**src/rtl/samr_ram.sv**
```systemverilog
// ----------------------------------------------------------------------------
// samr_ram: generic single-write, single-read RAM
// One write port, one read port with registered read data that holds its
// value when no read is issued.
// ----------------------------------------------------------------------------
module samr_ram #(
  parameter int unsigned WIDTH = 8,
  parameter int unsigned DEPTH = 64
) (
  input  logic                     clk,
  input  logic                     we,
  input  logic [$clog2(DEPTH)-1:0] wr_addr,
  input  logic [WIDTH-1:0]         wr_data,
  input  logic                     rd_en,
  input  logic [$clog2(DEPTH)-1:0] rd_addr,
  output logic [WIDTH-1:0]         rd_data
);

  logic [WIDTH-1:0] mem [DEPTH];

  always_ff @(posedge clk) begin
    if (we) begin
      mem[wr_addr] <= wr_data;
    end
    if (rd_en) begin
      rd_data <= mem[rd_addr];
    end
  end

endmodule

```
**config.mk**
```make
export PLATFORM = sky130hd
export DESIGN_NAME = samr_ram
export DESIGN_NICKNAME = d
export VERILOG_FILES = /design/src/rtl/samr_ram.sv
export SDC_FILE = /design/constraint.sdc
export NUM_CORES = 1
export LEC_CHECK = 0
export ABC_AREA = 1
export BUFFER_PORTS_ARGS = -buffer_cell sky130_fd_sc_hd__buf_2
export CAP_MARGIN = 20
export CORE_UTILIZATION = 60
export DETAILED_ROUTE_END_ITERATION = 7
export GPL_TIMING_DRIVEN = 0
export PLACE_DENSITY = 0.76
export SYNTH_ARGS = -nofsm -noshare
export SYNTH_HDL_FRONTEND = slang
export SYNTH_SLANG_ARGS = --single-unit
```
**constraint.sdc**
```tcl
create_clock -name clk -period 4.95 [get_ports clk]
set_input_delay 0.495 -clock clk [delete_from_list [all_inputs] [get_ports clk]]
set_output_delay 0.495 -clock clk [all_outputs]
set_load 0.01 [all_outputs]
```
==> flow_summary.toml <==
[power]
power_density_mw_per_mm2 = 389
p_leak_uw = 0.00873
peakVddDrop_uv = 297

[logic_synthesis]
synthTopCellsByArea = "edfxtp_1, nand2_1, nand3_1, buf_6, nor2_1"
yosysSeqAreaShare_pct = 72.9
synth_edf_count = 520
synth-seq-cells = 520
yosys.area.top_type_share_pct = 72.9
ys.flop_type = "edfxtp_1"
synthTopCellsByCount = "nand2_1, edfxtp_1, nand3_1"
yosysMostFrequentCell = "nand2_1"
synthArstFlopShare_pct = 0
yosysTopAreaCell = "edfxtp_1"
yosys.area_share.simple_pct = 23.1
synth_top_family_by_area = "simple AND/OR/NAND/NOR gates"
syn_avg_cell_area_um2 = 11.9
synth_compound_area_share_pct = 0
synth_mux_area_share_pct = 0
yosys_warnings = 0
synthAdderAreaFrac_pct = 0
syn-cell-area_mm2 = 0.0214
synth_fp_nets = 1828
synth_cell_types = 15
syn_inst = 1805
synth_xor_area_share_pct = 0

[critical_path]
max_stage_delay_ps = 1070
endpoint_kind = "register"
path_class = "input port to register"
worstPathArrival_ps = 2830
cp_max_fo = 9
crit_chain = "clkbuf_1 -> inv_1 -> nand4_1 -> nor2_1"
cp-start-kind = "input port"
worst_ep_required_time_ps = 5130
slowest_stage = "nor2_1"

[clock_network]
clkSlewWorstSetupHoldPaths_ps = 60
clk_latency_ps = 580
cts_tree = "built"
ctsHoldBuffers = 0
clk_path_buf_depth = 3
clock-sinks = 520
cts_buffers = 50
cts_setup_buffers = 0
post_cts_resized = 0
root_buffer = "clkbuf_16"
htreeDepth = 2

[grt]
grt_util_all_layers_pct = 33.9
grt_pass1_vias = 13900
grt.overflow.total = 0
antenna_found_initial = 2
grt_max_degree = 65
grt_pass1_wl_um = 87800

[route]
route.detailed.wl_per_inst_um = 25.4
drc = 0
drt_iter0_drc = 2213
dr.pass1.iters = 6
drtAntennaViolNets = 0
vias_per_cell = 6.28
routed_wl_um = 60600
via_count = 15000

[floorplan]
rows = 68
initial_core_util_pct = 61.6
fp.dieArea_mm2 = 0.0365
die_w_um = 191
num_io_pins = 31
core_area_mm2 = 0.0348
die_h_um = 191

[placed_design]
place_inst = 2297
gp_congestion = 0.968
io_buffers = 22
hpwlAfterDp_um = 41100

[sta]
slew_violations = 0
tightest_slew_ps = 1130
min_period_ps = 2650
rsz0062_at_grt = "no"
max_slew_margin_pct = 24.4
final-hold-violation-count = 0
clock_skew_ps = 26.3
hold_ws_ps = 249
clock.fmax_mhz = 378
setup_violations = 0
finalCritPeriodShare_pct = 53.5
setup-tns-final_ps = 0

[final_layout]
final_net_count = 1921
final_cells = 2389
drive_gt1_share_pct = 10.7
fillCellCount = 2402
area_delta_synth_final_pct = 12.1
multi_input_area_mm2 = 0.00500
seqCellArea_mm2 = 0.0156

[hold_path]
hp-class = "input port to register"

[flow_run]
cap_violations = 0

[run_status]
status = "finished, final reports clean"
layout by cell type, fill, tap and decap left out:
master	instances
clkinv_1	8
buf_2	59
inv_6	2
edfxtp_1	520
clkinv_4	1
inv_1	10
buf_6	38
inv_2	1
buf_1	10
bufinv_16	6
buf_8	2
clkinvlp_4	2
buf_12	8
nor4_2	8
clkbuf_1	26
clkinv_2	7
nand2_1	648
nand3_1	439
buf_4	22
nor2_1	56
diode_2	1
clkbuf_16	51
nand4_1	9
power breakdown:
part / switching [uW] / internal, uW / leakage (uW) / total (uW)
combinational: 488 / 177 / 0.00327 / 665
sequential: 8.33 / 4880 / 0.00469 / 4890
clock: 1590 / 2190 / 0.000775 / 3780
total: 2090 / 7250 / 0.00873 / 9340
through the flow:
step	instance area (um2)	setup slack [ps]	utilization (%)	power, uW
after floorplan	21400	2690	-	5330
after global placement	22100	1920	63.5	5600
after detailed placement	22300	1910	64.2	5630
after CTS	23900	2500	68.8	9300
after global routing	24000	2260	69.0	9530
final	24000	2300	69.0	9340
layout make-up:
cell class / count / area share [%]
plain buffers: 113 / 3.37
clock buffers: 62 / 5.49
well taps: 455 / 2.37
clock inverters: 25 / 1.16
diodes: 1 / 0.0104
repair buffers: 41 / 1.52
inverters: 12 / 0.209
multi-input cells: 1160 / 20.8
flip-flops and latches: 520 / 65.1
critical path, delay by kind of cell:
kind                   cells  cell delay [ps]
buffers and inverters      2              550
AND/OR/NAND/NOR            2             1780
logic make-up (layout without fill, tap and decap cells):
family	Yosys count	in the layout
DFF	520	520
and+or+nand+nor	1160	1160
other	0	1
buffers and inverters	125	253
state kept, by name, summed over array words and instances, names as in the netlist:
signal,cells
rd_data,8
mem,512
final timing paths:
| kind | from | slack (ps) | to | depth (start not counted) |
|---|---|---|---|---|
| max reg2reg | mem[50][5]$_DFFE_PP_ | 3390 | rd_data[5]$_DFFE_PP_ | 8 |
| min reg2reg | mem[40][3]$_DFFE_PP_ | 980 | rd_data[3]$_DFFE_PP_ | 8 |
| max | wr_addr[0] | 2300 | mem[28][5]$_DFFE_PP_ | 4 |
| min | rd_en | 250 | rd_data[0]$_DFFE_PP_ | 1 |
routing by layer:
| layer | part of all wire, % | vias up | GRT usage, % |
|---|---|---|---|
| met5 | 0.020 | - | 0 |
| met4 | 3.8 | 2 | 12.7 |
| met3 | 12 | 155 | 7.51 |
| met2 | 45 | 1012 | 51.4 |
| met1 | 39 | 7279 | 48.3 |
| li1 | - | 6543 | - |
Note: power is estimated with default switching activity, not from simulation.
