--- config.mk ---
export PLATFORM = sky130hd
export DESIGN_NAME = samr_match
export DESIGN_NICKNAME = d
export VERILOG_FILES = /design/src/rtl/samr_pkg.sv /design/src/rtl/samr_match.sv
export SDC_FILE = /design/constraint.sdc
export NUM_CORES = 1
export LEC_CHECK = 0
export BUFFER_PORTS_ARGS = -buffer_cell sky130_fd_sc_hd__buf_2
export CAP_MARGIN = 20
export CORE_AREA = 2 2 121 123
export DETAILED_ROUTE_END_ITERATION = 8
export DIE_AREA = 0 0 123 125
export SLEW_MARGIN = 20
export SYNTH_ARGS = -nofsm -noshare
export SYNTH_HDL_FRONTEND = slang
export SYNTH_SLANG_ARGS = --single-unit
--- constraint.sdc ---
create_clock -name vclk -period 4.4
set_input_delay 0.22 -clock vclk [all_inputs]
set_output_delay 0.22 -clock vclk [all_outputs]
set_load 0.01 [all_outputs]
--- src/rtl/samr_pkg.sv ---
// ----------------------------------------------------------------------------
// samr_pkg: shared types and codes for the address range resolver
// Item function codes, status codes, sequencer states and the best-candidate
// record passed to the compare unit.
// ----------------------------------------------------------------------------
package samr_pkg;

  localparam int unsigned ADDR_W = 64;
  localparam int unsigned IDX_OUT_W = 6;

  // Item function codes
  localparam logic [1:0] FUNC_LOAD    = 2'd0;
  localparam logic [1:0] FUNC_RESOLVE = 2'd1;
  localparam logic [1:0] FUNC_CLEAR   = 2'd2;

  // Result status codes
  localparam logic STATUS_OK   = 1'b0;
  localparam logic STATUS_FULL = 1'b1;

  // Sequencer states
  typedef enum logic [2:0] {
    ST_IDLE,
    ST_EXEC,
    ST_SCAN,
    ST_DRAIN,
    ST_LOOK,
    ST_DREAD
  } samr_state_t;

  // Current best candidate during a scan
  typedef struct packed {
    logic              have;
    logic [ADDR_W-1:0] start;
  } samr_best_t;

endpackage

--- src/rtl/samr_match.sv ---
// ----------------------------------------------------------------------------
// samr_match: range compare unit
// Checks one stored range against the address and against the best start
// seen so far. Shared by every step of a scan.
// ----------------------------------------------------------------------------
module samr_match (
  input  logic [samr_pkg::ADDR_W-1:0] addr,
  input  logic [samr_pkg::ADDR_W-1:0] start,
  input  logic [samr_pkg::ADDR_W-1:0] stop,
  input  samr_pkg::samr_best_t        best,
  output logic                        hit
);

  logic contain;
  logic better;

  // Start inclusive, end exclusive; an empty or inverted range never contains
  assign contain = (start <= addr) && (addr < stop);

  // Strictly higher start wins, so the lower slot keeps ties
  assign better = !best.have || (start > best.start);

  assign hit = contain && better;

endmodule

==> out/metrics.yaml, run 1 <==
seq_cells: 0
setup_viol: 0
end_kind: "output port"
tns_ns: 0
slew_headroom: 0.551
rsz0062_at_grt: "false"
dp.cells: 1122
final_layout_size_suffix_gt1_frac: 0.281
pin_count: 258
path_class: "input pin to output port"
grt_use_total: 0.192
worst_slew_pin_slew_ns: 0.668
syn_nets: 1128
finalWeightedCongestion: 0.841
hold_path_class: "input pin to output port"
power_uw: 532
start_util: 0.341
synth_top_area_frac: 0.494
fp.coreArea_um2: 14200
yosysSeqAreaShare: 0
grt_antenna_before_repair: 0
status: "finished clean"
nets: 1388
fin_crit_ns: 2.79
grtUsageMet1: 0.221
grt_max_degree: 5
synth_top_area_cell: "ha_1"
report.final.slew_viol_count: 0
cp_max_fo: 3
grt_pass1_vias: 5479
hold_depth: 6
die_y_um: 125
final_common_cell: "buf_2"
p_leak_uw: 0.00418
arrival_ns: 2.57
ys_types: 37
std_cell_rows: 44
syn_to_final_growth_pct: 31.5
syn_area_um2: 4840
ant_nets: 0
synth_area_leaders: "ha_1 (49%), inv_1 (15%), a21oi_1 (7.0%), nand4_1 (3.8%), a21o_1 (3.4%)"
vias: 5370
busiest_layer: "met2"
drt_iter0_markers: 191
drc: 0
met3_usage: 0.0283
grt_pass1_wl_mm: 24.3
fin_hold_ws_ns: 1.01
layout.cells.non_filler: 1122
power.density_nw_per_um2: 83.7
synth_warnings: 0
fin_crit_sh: 0.634
cts_resized: 0
die_w_um: 123
final_cell_mix: "buf_2 (258), inv_1 (196), ha_1 (191)"
startpoint_type: "input pin"
ir_drop_uv: 35.5
seq_area_um2: 0
dpl.hpwl_mm: 14.7
syn_avg_cell_area_um2: 7.11
die_area_um2: 15400
drt-total-wl_mm: 15.3
met2_usage: 0.378
postLayoutCoreUtil: 0.448
maxCapViolCount: 0
n_antenna_cell: 0
drt-pass1-iter-count: 4
via_per_inst: 4.79
post_drt_wl_per_cell_um: 13.6
port_buffers: 258
gr-total-overflow: 0
final-hold-violation-count: 0
cp_data_required_time_ns: 4.18
fmax_ghz: 0.358
worstHoldStart: "addr[31]"
post_cts_buffers: 0
whs_endpoint: "hit"
synth_cells: 680
ctsHoldBuffers: 0
nClkBuffers: 0
critical path, stage by stage:
cell and delay, ns:
buf_2 0.09, inv_1 0.04, ha_1 0.28, nand4_1 0.19, nor4_1 0.50, a2111oi_0 0.25, or3b_1 0.40, and3_1 0.17
o221ai_1 0.19, a211oi_1 0.08, buf_2 0.16
Yosys cell counts:
master	n
a2111oi_0	2
a211oi_1	10
a21boi_0	2
a21o_1	22
a21oi_1	68
a221oi_1	6
a311oi_1	1
a31oi_1	1
a41o_1	1
a41oi_1	1
and3_1	5
and4_1	9
and4_2	1
ha_1	191
inv_1	196
nand2_1	42
nand2b_1	2
nand3_1	18
nand4_1	29
nand4_2	2
nor2_1	14
nor2b_1	3
nor3_1	6
nor4_1	4
nor4_4	2
nor4b_1	2
o211ai_1	3
o21a_1	2
o21ai_0	25
o21bai_1	1
o221ai_1	1
o22ai_1	2
o2bb2ai_1	1
o31ai_1	2
o41ai_1	1
or2_2	1
or3b_1	1
power by group:
group	total (µW)	switching, µW	internal (µW)
registers	0	0	0
clock network	0	0	0
logic	532	275	257
logic make-up after synthesis:
| family | Yosys count | synth area share |
|---|---|---|
| AOI/OAI and AO/OA | 152 | 0.191 |
| adders and majority gates | 191 | 0.494 |
| buffers and inverters | 196 | 0.152 |
| and+or+nand+nor | 141 | 0.163 |
per-stage QoR:
step / area (µm²) / worst slack, ns
after detailed placement: 6360 / 1.59
after CTS: 6360 / 1.56
after floorplan: 4840 / 2.18
after global routing: 6360 / 1.28
after global placement: 6360 / 1.60
final: 6360 / 1.61
worst max-delay path by stage:
| stage | from | endpoint | slack (ns) | cells past startpoint |
|---|---|---|---|---|
| floorplan | addr[61] | hit | 2.18 | 10 |
| global placement | addr[13] | hit | 1.60 | 11 |
| detailed placement | addr[13] | hit | 1.59 | 11 |
| CTS | addr[13] | hit | 1.56 | 11 |
| global route | addr[13] | hit | 1.28 | 11 |
| finish | addr[13] | hit | 1.61 | 11 |
metal layers:
metal / part of all wire / up-vias
met5: 0 / -
met4: 0.011 / 0
met3: 0.075 / 12
met2: 0.50 / 173
met1: 0.42 / 2286
li1: - / 2899
final cells by class:
cell class         count  area [µm²]
well taps            184         230
repair buffers       258        1290
multi-input cells    484        4100
fillers             1552        7850
inverters            196         736
Note: power is estimated with default switching activity, not from simulation.
==> run 2, diff against run 1 <==
Clock period 4.4 ns to 2.8 ns, I/O delays scaled along.
==> out/metrics.yaml, run 2 (same netlist as run 1, synthesis figures left out) <==
layout.cells.non_filler: 1127  # +0.45%
grt_antenna_before_repair: 0  # unchanged
n_antenna_cell: 0  # unchanged
cp_data_required_time_ns: 2.66  # -1.52 ns
pin_count: 258  # unchanged
slowest_stage: "nor4_2"
grt_max_degree: 5  # unchanged
fmax_ghz: 0.390
drc: 0  # unchanged
placed_area_um2: 6400  # +0.59%
fin_crit_ns: 2.57
p_leak_uw: 0.00421  # +0.61%
syn_to_final_growth_pct: 32.4
report.final.slew_viol_count: 0  # unchanged
dp.cells: 1127  # +0.45%
via_per_inst: 4.86  # +1.4%
grt_pass1_wl_mm: 24.1  # -0.76%
vias: 5472  # +1.9%
drt_iter0_markers: 140  # -27%
startpoint_type: "input pin"
status: "finished clean"
path_class: "input pin to output port"
final_common_cell: "buf_2"
seq_area_um2: 0  # unchanged
cp_max_fo: 3  # unchanged
drt-total-wl_mm: 15.1  # -1.2%
crit_chain: "buf_2 > inv_1 > ha_1 > nand4_1 > nor4_2 > a2111oi_1 > buf_4 > or3b_1 > and3_1 > o221ai_1 > a211oi_1 > buf_2"
rsz0062_at_grt: "false"
nClkBuffers: 0  # unchanged
critical-path-top-delay-family: "simple AND/OR/NAND/NOR gates"
drt-pass1-iter-count: 6  # +2
final-hold-violation-count: 0  # unchanged
arrival_ns: 2.43  # -0.14 ns
grt_use_total: 0.190  # -0.00206
cpPeakStageDelay_ns: 0.38  # -0.12 ns
worst_slew_pin_slew_ns: 0.454  # -0.214 ns
fin_area_um2: 6400  # +0.71%
slew_headroom: 0.698  # +0.147
ctsHoldBuffers: 0  # unchanged
fin_hold_ws_ns: 0.877  # -0.134 ns
post_cts_buffers: 0  # unchanged
ant_nets: 0  # unchanged
fin_crit_sh: 0.916
start_util: 0.341  # unchanged
die_area_um2: 15400  # unchanged
cpMostUsedCell: "buf_2"
final_cell_mix: "buf_2 (258), inv_1 (196), ha_1 (191)"
std_cell_rows: 44  # unchanged
gr-total-overflow: 0  # unchanged
maxCapViolCount: 0  # unchanged
critPathBufInv: 4  # +1
finalWorstSetupSlack_ns: 0.235  # -1.37 ns
nets: 1393  # +0.36%
cts_resized: 0  # unchanged
die_y_um: 125  # unchanged
ir_drop_uv: 56.3  # +59%
die_w_um: 123  # unchanged
grt_pass1_vias: 5500  # +0.38%
fp.coreArea_um2: 14200  # unchanged
end_kind: "output port"
dpl.hpwl_mm: 14.5  # -1.0%
power.density_nw_per_um2: 132  # +58%
dpl_worst_slack_ns: 0.192  # -1.40 ns
tns_ns: 0  # unchanged
seq_cells: 0  # unchanged
setup_viol: 0  # unchanged
finalWeightedCongestion: 0.853  # +1.4%
post_drt_wl_per_cell_um: 13.4  # -1.6%
final_layout_size_suffix_gt1_frac: 0.286  # +0.00487
fill_cells: 1561  # +0.58%
hold_path_class: "input pin to output port"
port_buffers: 258  # unchanged
run 2: cell count changes in the layout (fill, tap and decap cells not counted), sizes merged:
cell  previous run  this run
buf            258       263
run 2: area by class of cell:
class	count	area, µm²	area share
Timing Repair Buffer	263	1330	0.208
Multi-Input combinational cell	484	4110	0.642
Tap cell	184	230	0.0360
Inverter	196	736	0.115
run 2: path summary, 6_finish.rpt:
path              endpoint  slack, ns  cells after the start  startpoint
hold / removal         hit       0.88                      6    addr[31]
setup / recovery       hit       0.23                     12    addr[13]
run 2: through the flow:
step                      power [µW]   util
after floorplan                  481      -
after global placement           841  0.450
after detailed placement         849  0.450
after CTS                        855  0.450
after global routing             986  0.451
final                            846  0.451
run 2: metal layers:
layer,part of all wire,track usage,vias up
li1,-,-,2902
met1,0.41,0.219,2374
met2,0.49,0.363,178
met3,0.079,0.0324,18
met4,0.019,0.0334,0
met5,0,0,-
run 2: power breakdown:
group / internal (µW) / switching (µW) / leakage (µW) / total [µW]
Sequential: 0 / 0 / 0 / 0
Clock: 0 / 0 / 0 / 0
Combinational: 411 / 434 / 0.00421 / 846
==> run 3, diff against run 2 <==
Settings changed: GPL_TIMING_DRIVEN set to 0.
==> out/metrics.yaml, run 3 (same netlist as run 1, synthesis figures left out) <==
final_cell_mix: "buf_2 (258), inv_1 (196), ha_1 (191)"
finalWeightedCongestion: 0.836  # -2.1%
rsz0062_at_grt: "false"
die_area_um2: 15400  # unchanged
cp_max_fo: 3  # unchanged
p_leak_uw: 0.00418  # -0.58%
finalWorstSetupSlack_ns: 0.221  # -0.0138 ns
post_cts_buffers: 0  # unchanged
tns_ns: 0  # unchanged
crit_start: "start[38]"
end_kind: "output port"
gr-total-overflow: 0  # unchanged
final_layout_size_suffix_gt1_frac: 0.284  # -0.00274
cts_resized: 1  # +1
drt-pass1-iter-count: 4  # -2
std_cell_rows: 44  # unchanged
fin_area_um2: 6370  # -0.51%
ctsHoldBuffers: 0  # unchanged
post_drt_wl_per_cell_um: 13.2  # -1.5%
fin_hold_ws_ns: 0.885  # +0.00770 ns
drt-total-wl_mm: 14.8  # -1.9%
ant_nets: 0  # unchanged
grt_pass1_vias: 5277  # -4.1%
nets: 1388  # -0.36%
grt_use_total: 0.186  # -0.00430
placed_area_um2: 6360  # -0.59%
fmax_ghz: 0.388  # -0.54%
port_buffers: 258  # unchanged
dpl_worst_slack_ns: -0.0216  # -0.214 ns
maxCapViolCount: 0  # unchanged
drc: 0  # unchanged
ir_drop_uv: 51.3  # -9.0%
worst_slew_pin_slew_ns: 0.715  # +0.261 ns
drt_iter0_markers: 131  # -6.4%
final-hold-violation-count: 0  # unchanged
multi_input_area_um2: 4110  # +0.12%
setup_viol: 0  # unchanged
dp.cells: 1122  # -0.44%
hold_path_class: "input pin to output port"
seq_cells: 0  # unchanged
final_common_cell: "buf_2"
slew_headroom: 0.519  # -0.179
fill_cells: 1532  # -1.9%
via_per_inst: 4.77  # -1.7%
n_antenna_cell: 0  # unchanged
vias: 5354  # -2.2%
grt_max_degree: 5  # unchanged
grt_pass1_wl_mm: 23.4  # -2.9%
startpoint_type: "input pin"
arrival_ns: 2.44  # about the same
status: "finished clean"
fin_crit_sh: 0.921  # +0.00493
nClkBuffers: 0  # unchanged
die_w_um: 123  # unchanged
power.density_nw_per_um2: 130  # -1.3%
pin_count: 258  # unchanged
report.final.slew_viol_count: 0  # unchanged
dpl.hpwl_mm: 14.3  # -1.8%
grt_antenna_before_repair: 1  # +1
seq_area_um2: 0  # unchanged
die_y_um: 125  # unchanged
syn_to_final_growth_pct: 31.7
cp_data_required_time_ns: 2.66  # about the same
start_util: 0.341  # unchanged
fin_crit_ns: 2.58  # +0.0138 ns
crit_end: "hit"
fp.coreArea_um2: 14200  # unchanged
hold_depth: 6  # unchanged
path_class: "input pin to output port"
layout.cells.non_filler: 1122  # -0.44%
==> run 3: worst min path at each step <==
stage,endpoint,startpoint,slack (ns)
floorplan,hit,addr[31],0.59
global placement,hit,addr[31],0.91
detailed placement,hit,addr[31],0.91
CTS,hit,addr[31],0.92
global route,hit,addr[31],0.93
finish,hit,addr[31],0.88
==> run 3: stage by stage <==
step / power, µW / util
2_1_floorplan: 481 / -
3_3_place_gp: 825 / 0.448
3_5_place_dp: 838 / 0.448
4_1_cts: 844 / 0.448
5_1_grt: 976 / 0.449
6_report: 831 / 0.449
==> run 3: area by class of cell <==
type,count,share of cell area
multi-input cells,484,0.646
repair buffers,258,0.203
inverters,196,0.115
well taps,184,0.0361
==> run 3: worst max-delay path, stage by stage <==
cell and delay [ns]:
buf_2 0.11, ha_1 0.32, a21oi_1 0.18, nand2_1 0.08, a31oi_1 0.15, o21ai_0 0.14
a221oi_1 0.41, o21ai_0 0.29, a211oi_1 0.36, a211oi_1 0.08, buf_2 0.17
==> run 3: where the power goes <==
group	total, µW	internal (µW)	switching, µW	leakage [µW]
registers	0	0	0	0
clock network	0	0	0	0
logic	831	403	428	0.00418
total	831	403	428	0.00418
==> run 3: per-layer routing <==
| layer | vias up | GRT usage | share of wire |
|---|---|---|---|
| met3 | 8 | 0.0338 | 0.080 |
| met2 | 160 | 0.364 | 0.50 |
| li1 | 2897 | - | - |
| met1 | 2289 | 0.214 | 0.42 |
| met4 | 0 | 0.0107 | 0.0061 |
| met5 | - | 0 | 0 |
